File: src/rtl/core/qtl_pkg.sv
`timescale 1ns / 1ps
package qtl_pkg;

	typedef enum logic [3:0] {
		S_IDLE   = 4'd0,
		S_INT    = 4'd1,
		S_FRAC   = 4'd2,
		S_DOT    = 4'd3,
		S_EXP    = 4'd4,
		S_EXPDIG = 4'd5,
		S_STR    = 4'd6,
		S_STRESC = 4'd7,
		S_OP2    = 4'd8,
		S_IDENT  = 4'd9
	} scan_state_t;

	typedef enum logic [2:0] {
		K_END    = 3'd0,
		K_INT    = 3'd1,
		K_FLOAT  = 3'd2,
		K_STRING = 3'd3,
		K_BOOL   = 3'd4,
		K_OP     = 3'd5,
		K_IDENT  = 3'd6,
		K_ERR    = 3'd7
	} tok_kind_t;

	typedef enum logic [2:0] {
		E_NONE     = 3'd0,
		E_BAD_EXP  = 3'd1,
		E_LONE_DOT = 3'd2,
		E_UNTERM   = 3'd3,
		E_INVALID  = 3'd4
	} err_code_t;

	typedef struct packed {
		tok_kind_t   kind;
		err_code_t   code;
		logic [15:0] start;
		logic [15:0] len;
	} tok_t;

	typedef struct packed {
		tok_t tok;
		logic last;
	} out_ent_t;

	localparam int TDATA_W = 40;

	function automatic tok_t mk_tok(tok_kind_t k, err_code_t c, logic [15:0] s,
			logic [15:0] l);
		tok_t t;
		t.kind  = k;
		t.code  = c;
		t.start = s;
		t.len   = l;
		return t;
	endfunction

	function automatic logic is_space(logic [7:0] b);
		return (b == " ") || (b >= 8'd9 && b <= 8'd13);
	endfunction

	function automatic logic is_digit(logic [7:0] b);
		return (b >= "0") && (b <= "9");
	endfunction

	function automatic logic is_alpha(logic [7:0] b);
		return ((b >= "a") && (b <= "z")) || ((b >= "A") && (b <= "Z"));
	endfunction

	function automatic logic [7:0] to_upper(logic [7:0] b);
		return ((b >= "a") && (b <= "z")) ? b - 8'd32 : b;
	endfunction

	function automatic logic [7:0] to_lower(logic [7:0] b);
		return ((b >= "A") && (b <= "Z")) ? b + 8'd32 : b;
	endfunction

	// saturating span from token begin to an end offset
	function automatic logic [15:0] span_len(logic [16:0] end_pos, logic [15:0] tb);
		logic [16:0] d;
		d = (end_pos >= {1'b0, tb}) ? end_pos - {1'b0, tb} : 17'd0;
		return d[16] ? 16'hFFFF : d[15:0];
	endfunction

	function automatic logic is_single_op(logic [7:0] b);
		return (b == "+") || (b == "-") || (b == "*") || (b == "/") || (b == "%") ||
			(b == "~") || (b == "^") || (b == ",") || (b == ";") || (b == "(") ||
			(b == ")") || (b == "[") || (b == "]");
	endfunction

	// 1..6 for & | < > = !, else 0
	function automatic logic [2:0] pair_code(logic [7:0] b);
		logic [2:0] c;
		unique case (b)
			"&":     c = 3'd1;
			"|":     c = 3'd2;
			"<":     c = 3'd3;
			">":     c = 3'd4;
			"=":     c = 3'd5;
			"!":     c = 3'd6;
			default: c = 3'd0;
		endcase
		return c;
	endfunction

	function automatic logic [7:0] pair_char(logic [2:0] c);
		logic [7:0] r;
		unique case (c)
			3'd1:    r = "&";
			3'd2:    r = "|";
			3'd3:    r = "<";
			3'd4:    r = ">";
			3'd5:    r = "=";
			3'd6:    r = "!";
			default: r = 8'd0;
		endcase
		return r;
	endfunction

	// keyword walker: OR = 1, AND = 2,3, NOT = 4,5
	function automatic logic [7:0] kw_expect(logic [2:0] p);
		logic [7:0] r;
		unique case (p)
			3'd1:    r = "R";
			3'd2:    r = "N";
			3'd3:    r = "D";
			3'd4:    r = "O";
			3'd5:    r = "T";
			default: r = 8'd0;
		endcase
		return r;
	endfunction

	function automatic logic [2:0] kw_next(logic [2:0] p);
		logic [2:0] r;
		unique case (p)
			3'd2:    r = 3'd3;
			3'd4:    r = 3'd5;
			default: r = 3'd0;
		endcase
		return r;
	endfunction

	function automatic logic [7:0] true_char(logic [1:0] i);
		logic [7:0] r;
		unique case (i)
			2'd0: r = "t";
			2'd1: r = "r";
			2'd2: r = "u";
			2'd3: r = "e";
		endcase
		return r;
	endfunction

	function automatic logic [7:0] false_char(logic [2:0] i);
		logic [7:0] r;
		unique case (i)
			3'd0:    r = "f";
			3'd1:    r = "a";
			3'd2:    r = "l";
			3'd3:    r = "s";
			3'd4:    r = "e";
			default: r = 8'd0;
		endcase
		return r;
	endfunction

endpackage

File: src/rtl/core/qtl_scan.sv
`timescale 1ns / 1ps
module qtl_scan import qtl_pkg::*; #(
	parameter longint unsigned MAX_QUERY_LEN = 65536
) (
	input  logic        clk,
	input  logic        arst_n,
	input  logic        step,
	input  logic [7:0]  data_byte,
	input  logic        end_of_query,
	output tok_t        res0,
	output tok_t        res1,
	output logic [1:0]  n_res
);

	localparam longint unsigned CAP_L =
		(MAX_QUERY_LEN - 1 < 65535) ? MAX_QUERY_LEN - 1 : 65535;
	localparam logic [15:0] POS_CAP = CAP_L[15:0];

	scan_state_t st_q, st;
	logic [15:0] tb_q, tb;
	logic [15:0] bp_q, bp;
	logic        qd_q, qd;
	logic [2:0]  oc_q, oc;
	logic [2:0]  kw_q, kw;
	logic [1:0]  bm_q, bm;

	tok_t        res [2];
	logic [1:0]  n;
	logic        used;
	logic [7:0]  pc;
	logic [16:0] bp_nxt;

	// boolean candidate tracking: bit0 true, bit1 false
	function automatic logic [1:0] upd_bool(logic [1:0] m_in, logic [7:0] b,
			logic [15:0] pos, logic [15:0] beg);
		logic [1:0]  m;
		logic [15:0] idx;
		logic [7:0]  lb;
		m   = m_in;
		idx = pos - beg;
		lb  = to_lower(b);
		if (pos >= POS_CAP || pos < beg)
			m = 2'b00;
		if (idx >= 16'd4 || lb != true_char(idx[1:0]))
			m[0] = 1'b0;
		if (idx >= 16'd5 || lb != false_char(idx[2:0]))
			m[1] = 1'b0;
		return m;
	endfunction

	// token left open when a byte does not extend it
	function automatic tok_t pend_tok(scan_state_t s, logic [1:0] m, logic [15:0] beg,
			logic [15:0] l);
		tok_t t;
		unique case (s)
			S_INT:            t = mk_tok(K_INT, E_NONE, beg, l);
			S_FRAC, S_EXPDIG: t = mk_tok(K_FLOAT, E_NONE, beg, l);
			S_DOT:            t = mk_tok(K_ERR, E_LONE_DOT, beg, l);
			S_EXP:            t = mk_tok(K_ERR, E_BAD_EXP, beg, l);
			S_STR, S_STRESC:  t = mk_tok(K_ERR, E_UNTERM, beg, l);
			S_OP2:            t = mk_tok(K_OP, E_NONE, beg, l);
			S_IDENT: begin
				if ((l == 16'd4 && m[0]) || (l == 16'd5 && m[1]))
					t = mk_tok(K_BOOL, E_NONE, beg, l);
				else
					t = mk_tok(K_IDENT, E_NONE, beg, l);
			end
			default:          t = mk_tok(K_END, E_NONE, beg, l);
		endcase
		return t;
	endfunction

	assign bp_nxt = {1'b0, bp_q} + 17'd1;

	always_comb begin
		st     = st_q;
		tb     = tb_q;
		bp     = bp_q;
		qd     = qd_q;
		oc     = oc_q;
		kw     = kw_q;
		bm     = bm_q;
		n      = 2'd0;
		res[0] = '0;
		res[1] = '0;
		used   = 1'b0;
		pc     = pair_char(oc_q);
		if (end_of_query) begin
			if (st_q != S_IDLE) begin
				res[n[0]] = pend_tok(st_q, bm_q, tb_q, span_len({1'b0, bp_q}, tb_q));
				n = n + 2'd1;
			end
			res[n[0]] = mk_tok(K_END, E_NONE, bp_q, 16'd0);
			n  = n + 2'd1;
			st = S_IDLE;
			kw = 3'd0;
			bm = 2'b00;
			oc = 3'd0;
			tb = 16'd0;
			bp = 16'd0;
			qd = 1'b0;
		end else begin
			// try to extend the open token
			unique case (st_q)
				S_INT: begin
					if (is_digit(data_byte)) begin
						used = 1'b1;
					end else if (data_byte == ".") begin
						st = S_FRAC; used = 1'b1;
					end else if (data_byte == "e" || data_byte == "E") begin
						st = S_EXP; used = 1'b1;
					end
				end
				S_DOT, S_FRAC: begin
					if (is_digit(data_byte)) begin
						st = S_FRAC; used = 1'b1;
					end else if (data_byte == "e" || data_byte == "E") begin
						st = S_EXP; used = 1'b1;
					end
				end
				S_EXP: begin
					if (data_byte == "+" || data_byte == "-" || is_digit(data_byte)) begin
						st = S_EXPDIG; used = 1'b1;
					end
				end
				S_EXPDIG: used = is_digit(data_byte);
				S_STR: begin
					used = 1'b1;
					if (data_byte == (qd_q ? 8'("\"") : 8'("'"))) begin
						res[n[0]] = mk_tok(K_STRING, E_NONE, tb_q, span_len(bp_nxt, tb_q));
						n  = n + 2'd1;
						st = S_IDLE; kw = 3'd0; bm = 2'b00; oc = 3'd0;
					end else if (data_byte == "\\") begin
						st = S_STRESC;
					end
				end
				S_STRESC: begin
					st = S_STR; used = 1'b1;
				end
				S_OP2: begin
					if (pc != 8'd0 && (data_byte == pc || (oc_q >= 3'd3 &&
							(data_byte == "=" || (pc == "<" && data_byte == ">"))))) begin
						res[n[0]] = mk_tok(K_OP, E_NONE, tb_q, span_len(bp_nxt, tb_q));
						n    = n + 2'd1;
						st   = S_IDLE; kw = 3'd0; bm = 2'b00; oc = 3'd0;
						used = 1'b1;
					end
				end
				S_IDENT: begin
					if (kw_q >= 3'd1 && kw_q <= 3'd5 &&
							to_upper(data_byte) == kw_expect(kw_q)) begin
						used = 1'b1;
						if (kw_next(kw_q) == 3'd0) begin
							res[n[0]] = mk_tok(K_OP, E_NONE, tb_q, span_len(bp_nxt, tb_q));
							n  = n + 2'd1;
							st = S_IDLE; kw = 3'd0; bm = 2'b00; oc = 3'd0;
						end else begin
							kw = kw_next(kw_q);
							bm = upd_bool(bm_q, data_byte, bp_q, tb_q);
						end
					end else begin
						kw = 3'd0;
						if (is_alpha(data_byte) || is_digit(data_byte)) begin
							bm   = upd_bool(bm_q, data_byte, bp_q, tb_q);
							used = 1'b1;
						end
					end
				end
				default: used = 1'b0;
			endcase

			if (!used) begin
				// close the open token, then start afresh with this byte
				if (st_q != S_IDLE) begin
					res[n[0]] = pend_tok(st_q, bm_q, tb_q, span_len({1'b0, bp_q}, tb_q));
					n = n + 2'd1;
				end
				st = S_IDLE; kw = 3'd0; bm = 2'b00; oc = 3'd0;
				if (!is_space(data_byte)) begin
					tb = bp_q;
					if (is_digit(data_byte)) begin
						st = S_INT;
					end else if (data_byte == ".") begin
						st = S_DOT;
					end else if (data_byte == "'" || data_byte == "\"") begin
						st = S_STR;
						qd = (data_byte == "\"");
					end else if (is_single_op(data_byte)) begin
						res[n[0]] = mk_tok(K_OP, E_NONE, bp_q, 16'd1);
						n = n + 2'd1;
					end else if (pair_code(data_byte) != 3'd0) begin
						st = S_OP2;
						oc = pair_code(data_byte);
					end else if (is_alpha(data_byte) || data_byte == "_") begin
						st = S_IDENT;
						unique case (to_upper(data_byte))
							"O":     kw = 3'd1;
							"A":     kw = 3'd2;
							"N":     kw = 3'd4;
							default: kw = 3'd0;
						endcase
						bm = upd_bool(2'b11, data_byte, bp_q, bp_q);
					end else begin
						res[n[0]] = mk_tok(K_ERR, E_INVALID, bp_q, 16'd1);
						n = n + 2'd1;
					end
				end
			end

			if (bp_q < POS_CAP)
				bp = bp_nxt[15:0];
		end
	end

	always_ff @(posedge clk or negedge arst_n) begin
		if (!arst_n) begin
			st_q <= S_IDLE;
			tb_q <= 16'd0;
			bp_q <= 16'd0;
			qd_q <= 1'b0;
			oc_q <= 3'd0;
			kw_q <= 3'd0;
			bm_q <= 2'b00;
		end else if (step) begin
			st_q <= st;
			tb_q <= tb;
			bp_q <= bp;
			qd_q <= qd;
			oc_q <= oc;
			kw_q <= kw;
			bm_q <= bm;
		end
	end

	assign res0  = res[0];
	assign res1  = res[1];
	assign n_res = n;

endmodule

File: src/rtl/core/qtl_out_fifo.sv
`timescale 1ns / 1ps
module qtl_out_fifo import qtl_pkg::*; (
	input  logic       clk,
	input  logic       arst_n,
	input  logic [1:0] push_n,
	input  out_ent_t   push0,
	input  out_ent_t   push1,
	input  logic       pop,
	output out_ent_t   head,
	output logic       head_valid,
	output logic [2:0] count
);

	out_ent_t   mem [4];
	logic [1:0] wr_ptr_q;
	logic [1:0] rd_ptr_q;
	logic [2:0] cnt_q;

	always_ff @(posedge clk) begin
		if (push_n != 2'd0)
			mem[wr_ptr_q] <= push0;
		if (push_n == 2'd2)
			mem[wr_ptr_q + 2'd1] <= push1;
	end

	always_ff @(posedge clk or negedge arst_n) begin
		if (!arst_n) begin
			wr_ptr_q <= 2'd0;
			rd_ptr_q <= 2'd0;
			cnt_q    <= 3'd0;
		end else begin
			wr_ptr_q <= wr_ptr_q + push_n;
			rd_ptr_q <= rd_ptr_q + {1'b0, pop};
			cnt_q    <= cnt_q + {1'b0, push_n} - {2'b00, pop};
		end
	end

	assign head       = mem[rd_ptr_q];
	assign head_valid = (cnt_q != 3'd0);
	assign count      = cnt_q;

endmodule

File: src/rtl/core/query_token_lexer.sv
`timescale 1ns / 1ps
// Query text tokenizer.
// Input stream (s_*): one query byte per beat in s_tdata; s_tlast high marks the
// end of the query (that beat carries no byte). Output stream (m_*): one token
// per beat, kind in m_tuser, error code / start offset / length in m_tdata;
// m_tlast marks the last token caused by one input beat.
// A byte is captured in an input register; the scanner then updates its state
// and writes 0, 1 or 2 tokens into a 4-entry output queue, once that queue has room.
// A token beat is driven from the queue, so a completing beat passes the input
// register and the queue register before m_tvalid rises.
// Throughput: one byte per clock while each byte yields at most one token and
// m_tready stays high; a byte that yields two tokens (pending token plus
// operator/error, or end of query flushing a token) puts both into the queue.
// The input register advances only when the queue holds two or fewer tokens.
// When the receiver stalls, tokens wait in the queue; the input side keeps
// taking bytes until three tokens wait, then s_tready drops.
// Reset clears the scanner to idle with offset zero; an end-of-query beat
// returns it to that same state for the next query.
// Offsets saturate at min(MAX_QUERY_LEN - 1, 65535).
module query_token_lexer import qtl_pkg::*; #(
	parameter longint unsigned MAX_QUERY_LEN = 65536
) (
	input  logic               clk,
	input  logic               arst_n,
	input  logic               s_tvalid,
	output logic               s_tready,
	input  logic [7:0]         s_tdata,   // [7:0] data_byte
	input  logic               s_tlast,   // end_of_query
	output logic               m_tvalid,
	input  logic               m_tready,
	output logic [TDATA_W-1:0] m_tdata,   // [2:0] error_code, [18:3] token_start,
	                                      // [34:19] token_length, [39:35] zero
	output logic [2:0]         m_tuser,   // [2:0] token_kind
	output logic               m_tlast    // last_of_run
);

	logic       valid_s1;
	logic [7:0] byte_s1;
	logic       eoq_s1;
	logic       proc;
	logic       in_acc;

	tok_t       r0, r1;
	logic [1:0] n_res;
	out_ent_t   e0, e1, head;
	logic       head_valid;
	logic [2:0] q_count;

	// room for two tokens is needed before the held byte is scanned
	assign proc     = valid_s1 && (q_count <= 3'd2);
	assign s_tready = !valid_s1 || proc;
	assign in_acc   = s_tvalid && s_tready;

	always_ff @(posedge clk or negedge arst_n) begin
		if (!arst_n)
			valid_s1 <= 1'b0;
		else if (in_acc)
			valid_s1 <= 1'b1;
		else if (proc)
			valid_s1 <= 1'b0;
	end

	always_ff @(posedge clk) begin
		if (in_acc) begin
			byte_s1 <= s_tdata;
			eoq_s1  <= s_tlast;
		end
	end

	qtl_scan #(
		.MAX_QUERY_LEN(MAX_QUERY_LEN)
	) u_scan (
		.clk          (clk),
		.arst_n       (arst_n),
		.step         (proc),
		.data_byte    (byte_s1),
		.end_of_query (eoq_s1),
		.res0         (r0),
		.res1         (r1),
		.n_res        (n_res)
	);

	assign e0.tok  = r0;
	assign e0.last = (n_res == 2'd1);
	assign e1.tok  = r1;
	assign e1.last = 1'b1;

	qtl_out_fifo u_out_fifo (
		.clk        (clk),
		.arst_n     (arst_n),
		.push_n     (proc ? n_res : 2'd0),
		.push0      (e0),
		.push1      (e1),
		.pop        (m_tvalid && m_tready),
		.head       (head),
		.head_valid (head_valid),
		.count      (q_count)
	);

	assign m_tvalid = head_valid;
	assign m_tuser  = head.tok.kind;
	assign m_tdata  = {5'd0, head.tok.len, head.tok.start, head.tok.code};
	assign m_tlast  = head.last;

endmodule
File: config.mk
export PLATFORM = sky130hd
export DESIGN_NAME = query_token_lexer
export DESIGN_NICKNAME = d
export VERILOG_FILES = /design/src/rtl/core/qtl_pkg.sv /design/src/rtl/core/qtl_scan.sv /design/src/rtl/core/qtl_out_fifo.sv /design/src/rtl/core/query_token_lexer.sv
export SDC_FILE = /design/constraint.sdc
export NUM_CORES = 1
export LEC_CHECK = 0
export ABC_AREA = 1
export BUFFER_PORTS_ARGS = -buffer_cell sky130_fd_sc_hd__buf_4
export CELL_PAD_IN_SITES_DETAIL_PLACEMENT = 1
export CELL_PAD_IN_SITES_GLOBAL_PLACEMENT = 2
export CORE_UTILIZATION = 35
export CTS_CLUSTER_DIAMETER = 200
export DETAILED_ROUTE_END_ITERATION = 12
export PLACE_DENSITY_LB_ADDON = 0.1
export SLEW_MARGIN = 15
export SYNTH_ARGS = -nofsm -noshare
export SYNTH_HDL_FRONTEND = slang
export SYNTH_SLANG_ARGS = --single-unit
File: constraint.sdc
create_clock -name clk -period 11.5 [get_ports clk]
set_input_delay 0 -clock clk [delete_from_list [all_inputs] [get_ports clk]]
set_output_delay 0 -clock clk [all_outputs]
set_load 0.005 [all_outputs]
==> results of run 1 <==
## worst max-delay path, cell delays in order, from the launching register on
cell	delay, ns
sky130_fd_sc_hd__edfxtp_1	0.67
sky130_fd_sc_hd__clkinv_1	0.46
sky130_fd_sc_hd__nand2_1	0.15
sky130_fd_sc_hd__nor2_1	0.06
sky130_fd_sc_hd__nand4_1	0.11
sky130_fd_sc_hd__o21ai_2	0.08
sky130_fd_sc_hd__a21oi_1	0.19
sky130_fd_sc_hd__nand3_1	0.14
sky130_fd_sc_hd__nor2_4	0.19
sky130_fd_sc_hd__nand3_2	0.13
sky130_fd_sc_hd__nand3_2	0.21
sky130_fd_sc_hd__ha_1	0.38
sky130_fd_sc_hd__ha_1	0.33
sky130_fd_sc_hd__nand2_1	0.07
sky130_fd_sc_hd__o21ai_0	0.07
sky130_fd_sc_hd__nor2_1	0.12
sky130_fd_sc_hd__a211oi_1	0.07
sky130_fd_sc_hd__nand2_1	0.10
sky130_fd_sc_hd__nand3_2	0.15
sky130_fd_sc_hd__nor2_4	0.11
sky130_fd_sc_hd__buf_4	0.50
sky130_fd_sc_hd__nand2_1	0.22
sky130_fd_sc_hd__nand2_2	0.83
## area by class of cell
class / instances / area, µm²
multi-input cells: 1583 / 8020
flip-flops and latches: 218 / 6242
well taps: 585 / 732.0
inverters: 211 / 802.0
clock buffers: 28 / 679.4
fillers: 5417 / 26010
repair buffers: 81 / 635.6
clock inverters: 20 / 335.3
## worst min path at each step
stage	end	depth (start not counted)
2_1_floorplan	u_out_fifo.count[0]	0
3_3_place_gp	u_scan.oc_q[1]	1
3_5_place_dp	u_scan.oc_q[1]	1
4_1_cts	u_out_fifo.rd_ptr_q[0]	3
5_1_grt	u_out_fifo.rd_ptr_q[0]	3
6_report	u_scan.oc_q[0]	2
## logic make-up after synthesis
kind of cell / count (synthesis) / synth area share
AND/OR/NAND/NOR: 1061 / 0.2971
AO/OA/AOI/OAI: 433 / 0.1564
flip-flops: 218 / 0.4017
buffers and inverters: 313 / 0.08416
XOR/XNOR: 36 / 0.02030
other: 1 / 0.0002414
adder cells (fa/ha/maj): 48 / 0.04011
## stage by stage
step | cell area [µm²] | setup slack [ns] | hold slack (ns)
3_5_place_dp | 16320 | 5.725 | 0.1250
5_1_grt | 17450 | 5.178 | 0.06389
3_3_place_gp | 16320 | 5.888 | 0.1295
4_1_cts | 17440 | 5.692 | 0.05173
2_1_floorplan | 15550 | 6.949 | -0.2956
6_report | 17450 | 5.672 | 0.05143
## placed cells by master, fill, tap and decap left out, drive strengths merged, types with 12 or more instances in the layout
master and n:
nand4 27, inv 210, o21ai 214, nand2 522, xor2 27, clkbuf 28
edfxtp 161, o22ai 68, nor2 284, nand3 169, a21oi 92, buf 70
nor3 35, a31oi 12, dfrtp 53, ha 45
## layer usage
| layer | vias to the layer above | track usage |
|---|---|---|
| met5 | - | 0 |
| met4 | 0 | 0.09005 |
| met3 | 95 | 0.03765 |
| met2 | 325 | 0.4373 |
| met1 | 7368 | 0.3612 |
| li1 | 7139 | - |
## registers in the layout (all words and copies together), names as in the netlist
name and cells:
u_out_fifo.wr_ptr_q 2, u_scan.bp_q 16, byte_s1 8, u_scan.qd_q 1, u_scan.kw_q 3, u_out_fifo.rd_ptr_q 2
u_scan.oc_q 3, u_scan.st_q 4, u_scan.tb_q 16, u_scan.bm_q 2, valid_s1 1, u_out_fifo.count 3
u_out_fifo.mem 156, eoq_s1 1
## where the power goes
group	internal, W	switching, W	total [W]
Sequential	0.00110	0.000118	0.00122
Combinational	0.000849	0.00216	0.00301
Clock	0.000630	0.000356	0.000986
==> flow_results.org, run 1 <==
** Critical path
- Startpoint of the worst register-to-register path :: byte_s1[2]
- Required time reported for the critical path endpoint :: 11.66 ns
- Crit Path Category :: reg2reg
- Count of cells along the worst register-to-register path :: 22
- Internal reg-to-reg setup slack :: 5.67 ns
- In this run the worst setup path begins at byte_s1[2].
- CP Capture Point :: u_out_fifo.mem[2][23]
- For the worst setup path, the data arrival time is 5.98 ns.
- Element type at the critical path start :: flip-flop
- Kind of capture point of the worst setup path :: flip-flop
- Largest fanout on the critical path :: 59
- The endpoint identified for the worst register-to-register timing path is u_out_fifo.mem[2][23].

** STA
- In this run the tightest slew margin relative to its limit is 0.2497.
- The final count of pins violating max slew was 0.
- Setup repair after global routing missed its margin :: false
- Final Setup Violations :: 0
- The worst path needs 5.828 ns of the cycle, external delays included.
- Summed negative setup slack over all endpoints :: 0 ns
- For the pin with the worst max-slew slack, the measured transition is 1.125 ns.
- On the final layout, the worst clock skew is 0.04027 ns.
- The count of endpoints failing hold in the final timing report is 0.
- Dividing the final minimum period by the clock period gives 0.5068.
- Highest clock frequency the design can meet :: ~170 MHz

** Clock tree
- For this design, the CTS-stage hold fixing added 11 buffers.
- After clock tree synthesis, the clock-pin slew on the worst setup and hold paths is 0.07 ns.
- Buffers inserted during clock tree synthesis total 27.
- For the worst-skew pair, the clock arrives at the later sink with an insertion delay of 0.58 ns.
- TritonCTS built the clock tree.
- The tree is rooted in a sky130_fd_sc_hd__clkbuf_16.
- The clock passes through at most 3 buffers.
- Clock sinks :: around 220
- Post-CTS repair timing setup buffer count :: 0
- Post-CTS Resized :: 0
- In this run the number of H-tree levels came out at 1.

** Floorplan
- Die height :: 212.7 µm
- The core region is 43460 µm².
- The floorplan has 76 rows.
- Die area :: 45230 µm²
- Overall die width :: about 210 µm
- Initial standard-cell utilization of the core :: 0.3575
- I/O pin count :: ~60

** Yosys
- Largest cells by area after synthesis :: sky130_fd_sc_hd__edfxtp_1, sky130_fd_sc_hd__nand2_1, sky130_fd_sc_hd__dfrtp_1, sky130_fd_sc_hd__nor2_1, sky130_fd_sc_hd__o21ai_0
- Post-synthesis register bit count :: 218
- Average footprint of a synthesized cell :: between 7 and 8 µm²
- In the synthesized netlist the async set-or-reset flop fraction comes to 0.2431.
- Post-synth design cell area :: 15540 µm²
- Of the post-synthesis cell area, the dominant cell type holds 0.3112.
- Counting every instance in the synthesized netlist gives 2110.
- EDFF count, synth :: about 160
- By instance count, the leading cell after synthesis is sky130_fd_sc_hd__nand2_1.
- Synthesis Warnings :: 0
- The synthesized design spends more area on one cell type than any other, namely sky130_fd_sc_hd__edfxtp_1.
- After synthesis, the netlist uses just over 60 different library cells.
- Leading cell types by count after synthesis :: sky130_fd_sc_hd__nand2_1, sky130_fd_sc_hd__nor2_1, sky130_fd_sc_hd__o21ai_0
- The most used flip-flop cell after synthesis is sky130_fd_sc_hd__edfxtp_1.
- Sequential-to-total area share from yosys stat :: 0.4017

** Cells and area
- Layout overhead on the synthesized area :: 12.30%
- The count of cells in the finished layout, fillers not included, comes to 2726.
- Share of cells above drive strength 1 :: 0.09201
- At the end of the flow the core is filled with cells to 0.4015.
- Final net count :: 2183
- Diodes inserted :: 0

** Run status
- The run finished with clean final reports.

** Routing
- DRC violation total after the first TritonRoute iteration :: 1143
- Post-DRT Antenna Nets :: 0
- Routed length on met3 :: 2781 µm
- In the final routing, the length of wire on met1 measures 27310 µm.
- Total via count after detailed routing :: roughly 15000
- Dividing the detail-routed via count by the number of cells gives roughly 5.5.
- Routed signal wires occupy layers up through met4.
- After detailed routing, the average wire length per cell comes to 21.84 µm.
- Routed wl met2 :: 27500 µm
- Number of optimization iterations in the first detailed-route pass :: 7
- Routed WL :: between 50000 and 60000 µm
- Residual DRC :: 0

** Power and ir drop
- After layout, the design draws a total of 0.005214 W.
- Leakage power :: 7.644 nW
- Max IR drop VDD :: 0.0002379 V
- P per Cell Area :: 298.8 nW/µm²

** Placement
- Summed over all nets, the half-perimeter wirelength after detailed placement is 43460 µm.
- At the end of routability-driven placement, the weighted congestion stood at 0.8641.
- Dpl cells :: 2667
- I/O Buffers :: 53

** Global routing
- Largest net degree at the start of global routing :: 81
- The number of antenna violations at the first check in global routing is 0.
- For this run the aggregate overflow at the end of global routing stands at 0.
- Wire length of the first global-routing pass :: between 90000 and 100000 µm
- Vias in the first global route :: 15180
- Across every metal layer, demand over resource in global routing totals 0.2672.

** Job
- Max-cap violations in this run came to 0.

** Min path
- HP Class :: in2async
No activity file was read; power rests on OpenSTA's default activity.
==> inputs of run 2 (changes only) <==
Settings changed: ABC_AREA 1 to 0.
Clock period 11.5 ns to 5.9 ns, I/O delays scaled along.
==> run 2 against run 1 <==
Compared with the run above:
- worst hold slack better by 0.026 ns
- fmax rose by 5.7%
- count of clock-buffer cells in the layout is 7 higher
- area after synthesis down 7.7%
- sequential share of layout area increased by 2.5 points
- routed wire length decreased by 14%
- clock skew shrank 0.013 ns
- non-clock buffer count rose by 42
- core utilization increased by 0.53 points
- largest cell class unchanged
- largest power group unchanged
==> flow_results.org, run 2 <==
** Routing
- The routed wire length came to 51000 µm (was 59520 µm).
- The vias after detailed routing came to 12150 (was 14930).
- DRC violation total after the first TritonRoute iteration :: 775 (was 1143)
- The average wire per cell in the routed design is 25.18 µm (was 21.84 µm).
- The antenna violation net count after detailed routing was 0 (unchanged).
- Residual DRC :: 0 (unchanged)
- The post-detailed-route via-to-cell ratio came to 6.000 (was 5.476).
- The number of optimization iterations in the first detailed-route pass was 5 (was 7).

** Cells and area
- The cell area after layout came to 16310 µm² (was 17450 µm²).
- Commonest non-fill, non-tap cell in the layout :: sky130_fd_sc_hd__edfxtp_1 (was sky130_fd_sc_hd__nand2_1)
- The final net count came to 1543 (was 2183).
- Layout overhead on the synthesized area :: 13.70% (was 12.30%)
- Largest registers: u_out_fifo.mem (156), u_scan.bp_q (16), u_scan.tb_q (16) (unchanged).
- The non-filler instance count after layout was 2025 (was 2726).
- The total of fill cells in the finished design came to 4495 (was 5417).
- The share of final-layout standard cells stronger than drive strength 1 was 0.1580 (was 0.09201).
- The flip-flop count of the largest register, all copies and words added was 156 (unchanged).
- Most used cells in the layout excluding fill and tap cells: sky130_fd_sc_hd__edfxtp_1, sky130_fd_sc_hd__nor2_1, sky130_fd_sc_hd__nand2_1 (was sky130_fd_sc_hd__nand2_1, sky130_fd_sc_hd__nor2_1, sky130_fd_sc_hd__o21ai_0).
- Diodes inserted :: 0 (unchanged)
- Register with the highest flop count :: u_out_fifo.mem (unchanged)

** STA
- The pin slew with the least headroom to its limit was 1.063 ns (was 1.125 ns).
- The setup TNS was 0 ns (unchanged).
- The minimum period implied by the final worst setup slack is 5.512 ns (was 5.828 ns).
- The worst clock skew came to 0.02681 ns (was 0.04027 ns).
- Setup repair after global routing missed its margin :: false (unchanged)
- The share of the clock period used by the worst path is 0.9342 (was 0.5068).
- Final Setup Violations :: 0 (unchanged)
- Final Slew Violations :: 0 (unchanged)
- Slew Limit Headroom :: 0.2910 (was 0.2497)
- The highest achievable clock rate is 181.4 MHz (was 171.6 MHz).
- The count of endpoints failing hold in the final timing report came to 0 (unchanged).

** Critical path
- Buf/Inv on CP :: 2 (unchanged)
- The critical-path cell with the highest stage delay was sky130_fd_sc_hd__or4_1 (was sky130_fd_sc_hd__nand2_2).
- The critical setup path kind is reg2reg (unchanged).
- The type of element launching the critical path is a flip-flop (unchanged).
- CP most frequent cell :: sky130_fd_sc_hd__ha_1 (was sky130_fd_sc_hd__nand2_1)
- Slowest Stage Delay on Critical Path :: 0.55 ns (was 0.83 ns)
- Critical-path cell list: ha_1 > nor4bb_1 > nor4_1 > o41ai_1 > xnor2_1 > or4_1 > and3_1 > inv_1 > ha_1 > ha_1 > nand2_1 > o221ai_1 > nor4b_2 > o21ai_2 > nand3_2 > nand2_2 > buf_12 (was clkinv_1 > nand2_1 > nor2_1 > nand4_1 > o21ai_2 > a21oi_1 > nand3_1 > nor2_4 > nand3_2 > nand3_2 > ha_1 > ha_1 > nand2_1 > o21ai_0 > nor2_1 > a211oi_1 > nand2_1 > nand3_2 > nor2_4 > buf_4 > nand2_1 > nand2_2).
- The top cell family by delay on the critical path is simple AND/OR/NAND/NOR gates (unchanged).
- Worst Path Arrival :: 5.71 ns (was 5.98 ns)
- The data required time of the critical path was 6.10 ns (was 11.66 ns).
- The endpoint type of the worst setup path is a flip-flop (unchanged).
- The highest net fanout along the worst path came to 38 (was 59).

** Floorplan
- The initial standard-cell utilization of the core was 0.3578 (was 0.3575).
- Placement Rows :: 73 (was 76)
- The die area was 41800 µm² (was 45230 µm²).
- Overall die width :: 204.5 µm (was 212.7 µm)
- Die height :: 204.5 µm (was 212.7 µm)
- The boundary pin count was 59 (unchanged).
- The area inside the core boundary was 40100 µm² (was 43460 µm²).

** Yosys
- XOR/XNOR share of the synthesized area :: 0.02991 (was 0.02029)
- Synthesis Warnings :: 0 (unchanged)
- Primary flip-flop cell chosen by synthesis mapping :: sky130_fd_sc_hd__edfxtp_1 (unchanged)
- Largest cells by area after synthesis: sky130_fd_sc_hd__edfxtp_1, sky130_fd_sc_hd__dfrtp_1, sky130_fd_sc_hd__mux4_2, sky130_fd_sc_hd__ha_1, sky130_fd_sc_hd__o21ai_0 (was sky130_fd_sc_hd__edfxtp_1, sky130_fd_sc_hd__nand2_1, sky130_fd_sc_hd__dfrtp_1, sky130_fd_sc_hd__nor2_1, sky130_fd_sc_hd__o21ai_0).
- Proportion of register bits with asynchronous set or reset after synthesis :: 0.2431 (unchanged)
- The mean cell area of the mapped netlist is 9.935 µm² (was 7.363 µm²).
- The arithmetic-cell share of the synthesized area counting full adders, half adders and majority gates is 0.04343 (was 0.04011).
- The number of flops mapped to enable cells by yosys came to 161 (unchanged).
- The simple-gate portion of the synthesized area came to 0.1768 (was 0.2971).
- The share of the synthesized area in the top cell type came to 0.3370 (was 0.3112).
- The dominant combinational cell family by area after synthesis is compound AO/OA/AOI/OAI gates (was simple AND/OR/NAND/NOR gates).
- The number of distinct standard cells referenced by the synthesized netlist is 95 (was 62).
- Post-synthesis register bit count :: 218 (unchanged)
- The leading area contributor after synthesis is sky130_fd_sc_hd__edfxtp_1 (unchanged).
- Post-synth design cell area :: 14350 µm² (was 15540 µm²)
- The share of cell area taken by muxes after synthesis was 0.06881 (was 0).
- Leading cell types by count after synthesis :: sky130_fd_sc_hd__edfxtp_1, sky130_fd_sc_hd__nand2_1, sky130_fd_sc_hd__nor2_1 (was sky130_fd_sc_hd__nand2_1, sky130_fd_sc_hd__nor2_1, sky130_fd_sc_hd__o21ai_0)
- Compound-gate portion of the synthesized area :: 0.1968 (was 0.1564)
- The number of instances in the synthesized netlist came to 1444 (was 2110).
- Sequential-to-total area share from yosys stat :: 0.4350 (was 0.4017)
- The leading cell type by number of instances after synthesis is sky130_fd_sc_hd__edfxtp_1 (was sky130_fd_sc_hd__nand2_1).

** Placement
- I/O Buffers :: 53 (unchanged)
- The detailed-placement wirelength estimate came to 37320 µm (was 43460 µm).
- Dpl cells :: 1967 (was 2667)
- The placed instance area came to 15380 µm² (was 16320 µm²).
- Routability Congestion :: 0.8876 (was 0.8641)

** Clock tree
- The CTS clock-pin slew for the worst setup and hold paths is 0.06 ns (was 0.07 ns).
- The root buffer cell was sky130_fd_sc_hd__clkbuf_16 (unchanged).
- TritonCTS clock tree :: done (unchanged)
- The clock buffer count from CTS was 26 (was 27).
- The clock sink total came to 218 (unchanged).
- Clock latency reported for the late side of the worst-skew pair :: 0.54 ns (was 0.58 ns)
- Htree depth :: 1 (unchanged)
- The maximum clock insertion buffer count is 3 (unchanged).

** Min path
- HP Class :: in2async (unchanged)

** Power and ir drop
- The total power per unit cell area came to 535.9 nW/µm² (was 298.8 nW/µm²).
- The final total power came to 0.008742 W (was 0.005214 W).
- Leakage power :: 5.851 nW (was 7.644 nW)
- The peak supply drop was 0.0002116 V (was 0.0002379 V).

** Global routing
- Antenna violations before repair :: 1 (was 0)
- The via count of the first global-routing pass was 12290 (was 15180).
- The global-route total usage across every layer came to 0.2480 (was 0.2672).
- The largest net degree at the start of global routing was 54 (was 81).
- The total congestion overflow after global routing came to 0 (unchanged).
- Wire length of the first global-routing pass :: 78680 µm (was 91560 µm)

** Job
- The max-cap violation count was 0 (unchanged).

** Run status
- Result of the run :: completed (unchanged)
run 2: power breakdown:
part	internal (W)	leakage [nW]	switching, W
Combinational	0.00181	3.19	0.00310
Sequential	0.00204	2.26	0.000232
Clock	0.000922	0.397	0.000637
run 2: routing by layer:
metal	vias up	global-route usage	routed length [µm]
met1	6204	0.3620	24240
met4	0	0.05251	894
met5	-	0	0
met2	302	0.3964	23640
met3	50	0.02408	2215
li1	5594	-	-
run 2: metrics by stage:
stage	hold slack [ns]	setup WS, ns	util
floorplan	-0.2956	0.4469	-
global placement	0.1359	0.6194	0.3835
detailed placement	0.1156	0.4655	0.3835
CTS	0.07372	0.4310	0.4068
global route	0.1463	0.05016	0.4068
finish	0.07785	0.3882	0.4068
run 2: worst register-to-register path: cells and delay by family, from the launching register on:
family                     cells  cell delay (ns)
DFF                            1             0.50
and+or+nand+nor                8             2.34
buffers and inverters          2             0.35
xor gates and xnor gates       1             0.20
AOI/OAI and AO/OA              3             0.82
adders and majority gates      3             0.94
run 2: final timing paths:
path	slack (ns)	to	start	cells past startpoint
setup / recovery	0.39	u_out_fifo.mem[1][13]	byte_s1[5]	17
hold reg to reg	0.51	u_out_fifo.mem[3][0]	u_out_fifo.mem[3][0]	2
setup reg to reg	0.39	u_out_fifo.mem[1][13]	byte_s1[5]	17
hold / removal	0.08	u_scan.kw_q[1]	arst_n	2
min in group clk	0.17	byte_s1[0]	s_tdata[0]	2
max in group asynchronous	5.24	u_scan.bp_q[9]	arst_n	2
run 2: area by class of cell:
class | instances | area [µm²] | area share
Clock buffer | 35 | 705.7 | 0.04326
Clock inverter | 11 | 108.9 | 0.006673
Inverter | 46 | 172.7 | 0.01059
Multi-Input combinational cell | 1067 | 7433 | 0.4557
Sequential cell | 218 | 6243 | 0.3828
Tap cell | 525 | 656.9 | 0.04027
Timing Repair Buffer | 123 | 991.0 | 0.06075
run 2: cells by family (layout without fill, tap and decap cells):
| kind of cell | after synthesis | after routing |
|---|---|---|
| mux | 49 | 49 |
| other cells | 1 | 5 |
| simple gates | 497 | 497 |
| flops | 218 | 218 |
| xor+xnor | 49 | 49 |
| compound gates | 419 | 419 |
| fa+ha+maj | 48 | 48 |
| buf+inv | 163 | 215 |
run 2: timing repair:
item                      CTS  global route
hold buffers               12             0
buffers inserted            0             0
gates resized for setup     0             0
hold endpoints to repair   65             0
==> inputs of run 3 (changes only) <==
--- a/config.mk
+++ b/config.mk
@@ -8,10 +8,7 @@
 export ABC_AREA = 0
 export BUFFER_PORTS_ARGS = -buffer_cell sky130_fd_sc_hd__buf_4
-export CELL_PAD_IN_SITES_DETAIL_PLACEMENT = 1
-export CELL_PAD_IN_SITES_GLOBAL_PLACEMENT = 2
 export CORE_UTILIZATION = 35
 export CTS_CLUSTER_DIAMETER = 200
 export DETAILED_ROUTE_END_ITERATION = 12
-export PLACE_DENSITY_LB_ADDON = 0.1
 export SLEW_MARGIN = 15
 export SYNTH_ARGS = -nofsm -noshare
==> constraint.sdc (replaced) <==
create_clock -name clk -period 5.9 [get_ports clk]
set_input_delay 0.59 -clock clk [delete_from_list [all_inputs] [get_ports clk]]
set_output_delay 0.59 -clock clk [all_outputs]
set_load 0.005 [all_outputs]
==> run 3 against run 2 <==
Compared with the run above:
- non-clock buffer count fell by 21
- total power down 4.5%
- routed wire length is 15% lower
- die area stayed put
- critical path type unchanged
- largest cell class unchanged
==> flow_results.org, run 3 (synthesis results as in run 2) <==
** Min path
- The classification of the worst-slack hold path is in2async (unchanged).

** Cells and area
- The total of fill cells in the finished design came to 3924 (was 4495).
- Commonest non-fill, non-tap cell in the layout :: sky130_fd_sc_hd__edfxtp_1 (unchanged)
- Largest registers :: u_out_fifo.mem (156), u_scan.bp_q (16), u_scan.tb_q (16) (unchanged)
- The area growth from synthesis to layout came to 11.97% (was 13.70%).
- The flip-flop count of the largest register, all copies and words added was 156 (unchanged).
- The final net count was 1520 (was 1543).
- Most used cells in the layout excluding fill and tap cells: sky130_fd_sc_hd__edfxtp_1, sky130_fd_sc_hd__nor2_1, sky130_fd_sc_hd__nand2_1 (unchanged).
- Share of cells above drive strength 1 :: 0.1545 (was 0.1580)
- Register with the highest flop count :: u_out_fifo.mem (unchanged)
- The final antenna diode count is 0 (unchanged).

** Clock tree
- The clock sink total is 218 (unchanged).
- The quantity of gates resized following cts is 0 (unchanged).
- Htree depth :: 1 (unchanged)
- The clock buffer count from CTS was 24 (was 26).
- Post-CTS Hold Buffers :: 0 (was 12)
- The clock insertion delay at the later pin of the skew report came to 0.54 ns (about the same).
- The number of buffers inserted to repair setup after CTS is 0 (unchanged).
- TritonCTS clock tree :: done (unchanged)
- The CTS clock-pin slew for the worst setup and hold paths is 0.06 ns (about the same).
- The root buffer cell is sky130_fd_sc_hd__clkbuf_16 (unchanged).
- CTS Buffer Depth :: 3 (unchanged)

** STA
- The worst clock skew came to 0.01714 ns (was 0.02681 ns).
- Setup repair after global routing missed its margin: false (unchanged).
- The final count of pins violating max slew is 0 (unchanged).
- The highest achievable clock rate was 188.0 MHz (was 181.4 MHz).
- The count of endpoints failing hold in the final timing report was 0 (unchanged).
- The setup-violating endpoint count in the final report is 0 (unchanged).
- The pin slew with the least headroom to its limit is 1.095 ns (was 1.063 ns).
- Final worst slack :: 0.5810 ns (was 0.3882 ns)
- The share of the clock period used by the worst path was 0.9015 (was 0.9342).
- Summed negative setup slack over all endpoints :: 0 ns (unchanged)
- Min Tclk post-route :: 5.319 ns (was 5.512 ns)
- The relative slew slack was 0.2702 (was 0.2910).

** Power and ir drop
- P per Cell Area :: 519.8 nW/µm² (was 535.9 nW/µm²)
- The static leakage came to 5.728 nW (was 5.851 nW).
- The peak supply drop was 0.0002457 V (was 0.0002116 V).
- Overall Power :: 0.008349 W (was 0.008742 W)

** Routing
- Met1 wire length :: 19200 µm (was 24240 µm)
- Detailed-route vias per instance :: 5.985 (was 6.000)
- Routed wl met2 :: 20710 µm (was 23640 µm)
- Max layer used :: met4 (unchanged)
- Number of optimization iterations in the first detailed-route pass :: 6 (was 5)
- The number of violations reported at the end of detailed-routing iteration 0 came to 1159 (was 775).
- Residual DRC :: 0 (unchanged)
- Routed length on met3 :: 2726 µm (was 2215 µm)
- The vias after detailed routing was 11980 (was 12150).
- Routed WL :: 43530 µm (was 51000 µm)
- Routed wire per std cell :: 21.75 µm (was 25.18 µm)
- The antenna violation net count after detailed routing was 0 (unchanged).

** Critical path
- Element type at the critical path start :: flip-flop (unchanged)
- Crit Path Category :: reg2reg (unchanged)
- Critical register-to-register path endpoint :: u_out_fifo.count[2] (was u_out_fifo.mem[1][13])
- Kind of capture point of the worst setup path :: flip-flop (unchanged)
- The depth of the worst register-to-register path was 20 (was 17).
- The critical register-to-register path startpoint was byte_s1[5] (unchanged).
- The worst setup path endpoint is u_out_fifo.count[2] (was u_out_fifo.mem[1][13]).
- Beginning of the critical path :: byte_s1[5] (unchanged)
- Internal reg-to-reg setup slack :: 0.58 ns (was 0.39 ns)
- The data arrival time at the worst-slack endpoint is 5.74 ns (was 5.71 ns).
- The highest net fanout along the worst path is 9 (was 38).
- The data required time of the critical path is 6.32 ns (was 6.10 ns).

** Global routing
- The total congestion overflow after global routing is 0 (unchanged).
- Wire length of the first global-routing pass :: 68230 µm (was 78680 µm)
- Vias in the first global route :: 11580 (was 12290)
- The largest net degree at the start of global routing was 54 (unchanged).
- The global-route total usage across every layer was 0.2092 (was 0.2480).
- The number of antenna violations at the first check in global routing came to 0 (was 1).

** Floorplan
- Die area :: 41800 µm² (unchanged)
- Die height :: 204.5 µm (unchanged)
- The boundary pin count was 59 (unchanged).
- The die extent in x was 204.5 µm (unchanged).
- The number of placement rows is 73 (unchanged).
- The initial standard-cell utilization of the core is 0.3578 (unchanged).
- The area inside the core boundary is 40100 µm² (unchanged).

** Placement
- The detailed-placement wirelength estimate came to 31850 µm (was 37320 µm).
- Minimum setup slack after placement :: 0.6271 ns (was 0.4655 ns)
- Routability Congestion :: 0.9482 (was 0.8876)
- I/O Buffers :: 53 (unchanged)

** Run status
- Result of the run: completed (unchanged).

** Job
- The max-cap violation count is 0 (unchanged).
[run 3: cell types whose count changed in the layout (fill, tap and decap cells not counted)]
| cell | before | now |
|---|---|---|
| sky130_fd_sc_hd__dlygate4sd3_1 | 12 | 0 |
| sky130_fd_sc_hd__buf_4 | 108 | 98 |
| sky130_fd_sc_hd__clkbuf_1 | 8 | 4 |
| sky130_fd_sc_hd__clkinv_2 | 5 | 8 |
| sky130_fd_sc_hd__clkbuf_16 | 27 | 25 |
| sky130_fd_sc_hd__clkinv_1 | 3 | 5 |
| sky130_fd_sc_hd__buf_12 | 3 | 4 |
| sky130_fd_sc_hd__bufinv_16 | 2 | 1 |
| sky130_fd_sc_hd__clkinv_4 | 1 | 0 |
| sky130_fd_sc_hd__o32ai_1 | 6 | 5 |
| sky130_fd_sc_hd__o32ai_2 | 0 | 1 |
[run 3: critical path: stages, from the launching register on]
cell and delay, ns:
sky130_fd_sc_hd__edfxtp_1 0.39, sky130_fd_sc_hd__ha_1 0.23, sky130_fd_sc_hd__nor4bb_1 0.15, sky130_fd_sc_hd__nor4_1 0.55
sky130_fd_sc_hd__o41ai_1 0.21, sky130_fd_sc_hd__xnor2_1 0.19, sky130_fd_sc_hd__or4_1 0.56, sky130_fd_sc_hd__and3_1 0.23
sky130_fd_sc_hd__inv_1 0.09, sky130_fd_sc_hd__ha_1 0.33, sky130_fd_sc_hd__ha_1 0.34, sky130_fd_sc_hd__nand2_1 0.05
sky130_fd_sc_hd__o221ai_1 0.27, sky130_fd_sc_hd__o21ai_1 0.14, sky130_fd_sc_hd__a2bb2oi_4 0.21, sky130_fd_sc_hd__nand2b_1 0.23
sky130_fd_sc_hd__ha_1 0.29, sky130_fd_sc_hd__inv_1 0.04, sky130_fd_sc_hd__ha_1 0.18, sky130_fd_sc_hd__fa_1 0.39
sky130_fd_sc_hd__xnor2_1 0.14
[run 3: layout make-up]
cell class / count / area (µm²) / area share
Tap cell: 525 / 656.9 / 0.04089
Inverter: 46 / 172.7 / 0.01075
Timing Repair Buffer: 102 / 815.8 / 0.05079
Clock buffer: 29 / 640.6 / 0.03988
Clock inverter: 14 / 92.59 / 0.005764
Multi-Input combinational cell: 1067 / 7441 / 0.4632
Sequential cell: 218 / 6243 / 0.3887
[run 3: worst min path at each step]
| stage | startpoint | to | slack (ns) | depth (start not counted) |
|---|---|---|---|---|
| 3_5_place_dp | u_out_fifo.mem[3][0] | u_out_fifo.mem[3][0] | 0.46 | 2 |
| 3_3_place_gp | u_out_fifo.mem[3][0] | u_out_fifo.mem[3][0] | 0.45 | 2 |
| 6_report | arst_n | u_scan.kw_q[0] | 0.09 | 1 |
| 4_1_cts | arst_n | u_scan.kw_q[0] | 0.11 | 1 |
| 2_1_floorplan | arst_n | u_out_fifo.count[0] | 0.29 | 0 |
| 5_1_grt | arst_n | u_scan.kw_q[0] | 0.14 | 1 |
[run 3: stage by stage]
stage / cell area (µm²) / cells / hold slack [ns] / utilization
6_report: 16060 / 2001 / 0.09327 / 0.4006
3_5_place_dp: 15330 / 1958 / 0.4612 / 0.3823
3_3_place_gp: 15320 / 1958 / 0.4498 / 0.3821
5_1_grt: 16060 / 2001 / 0.1441 / 0.4006
4_1_cts: 16060 / 2001 / 0.1131 / 0.4006
2_1_floorplan: 14360 / 1448 / 0.2944 / -
[run 3: per-layer routing]
layer,vias to the layer above,GRT usage
li1,5550,-
met1,5931,0.2865
met2,437,0.3499
met3,58,0.02152
met4,0,0.05757
met5,-,0
[run 3: power breakdown]
| group | internal, W | switching (W) | total (W) | leakage (nW) |
|---|---|---|---|---|
| combinational | 0.00177 | 0.00288 | 0.00465 | 3.10 |
| clock | 0.000813 | 0.000619 | 0.00143 | 0.365 |
| sequential | 0.00204 | 0.000229 | 0.00226 | 2.26 |
| total | 0.00462 | 0.00373 | 0.00835 | 5.73 |
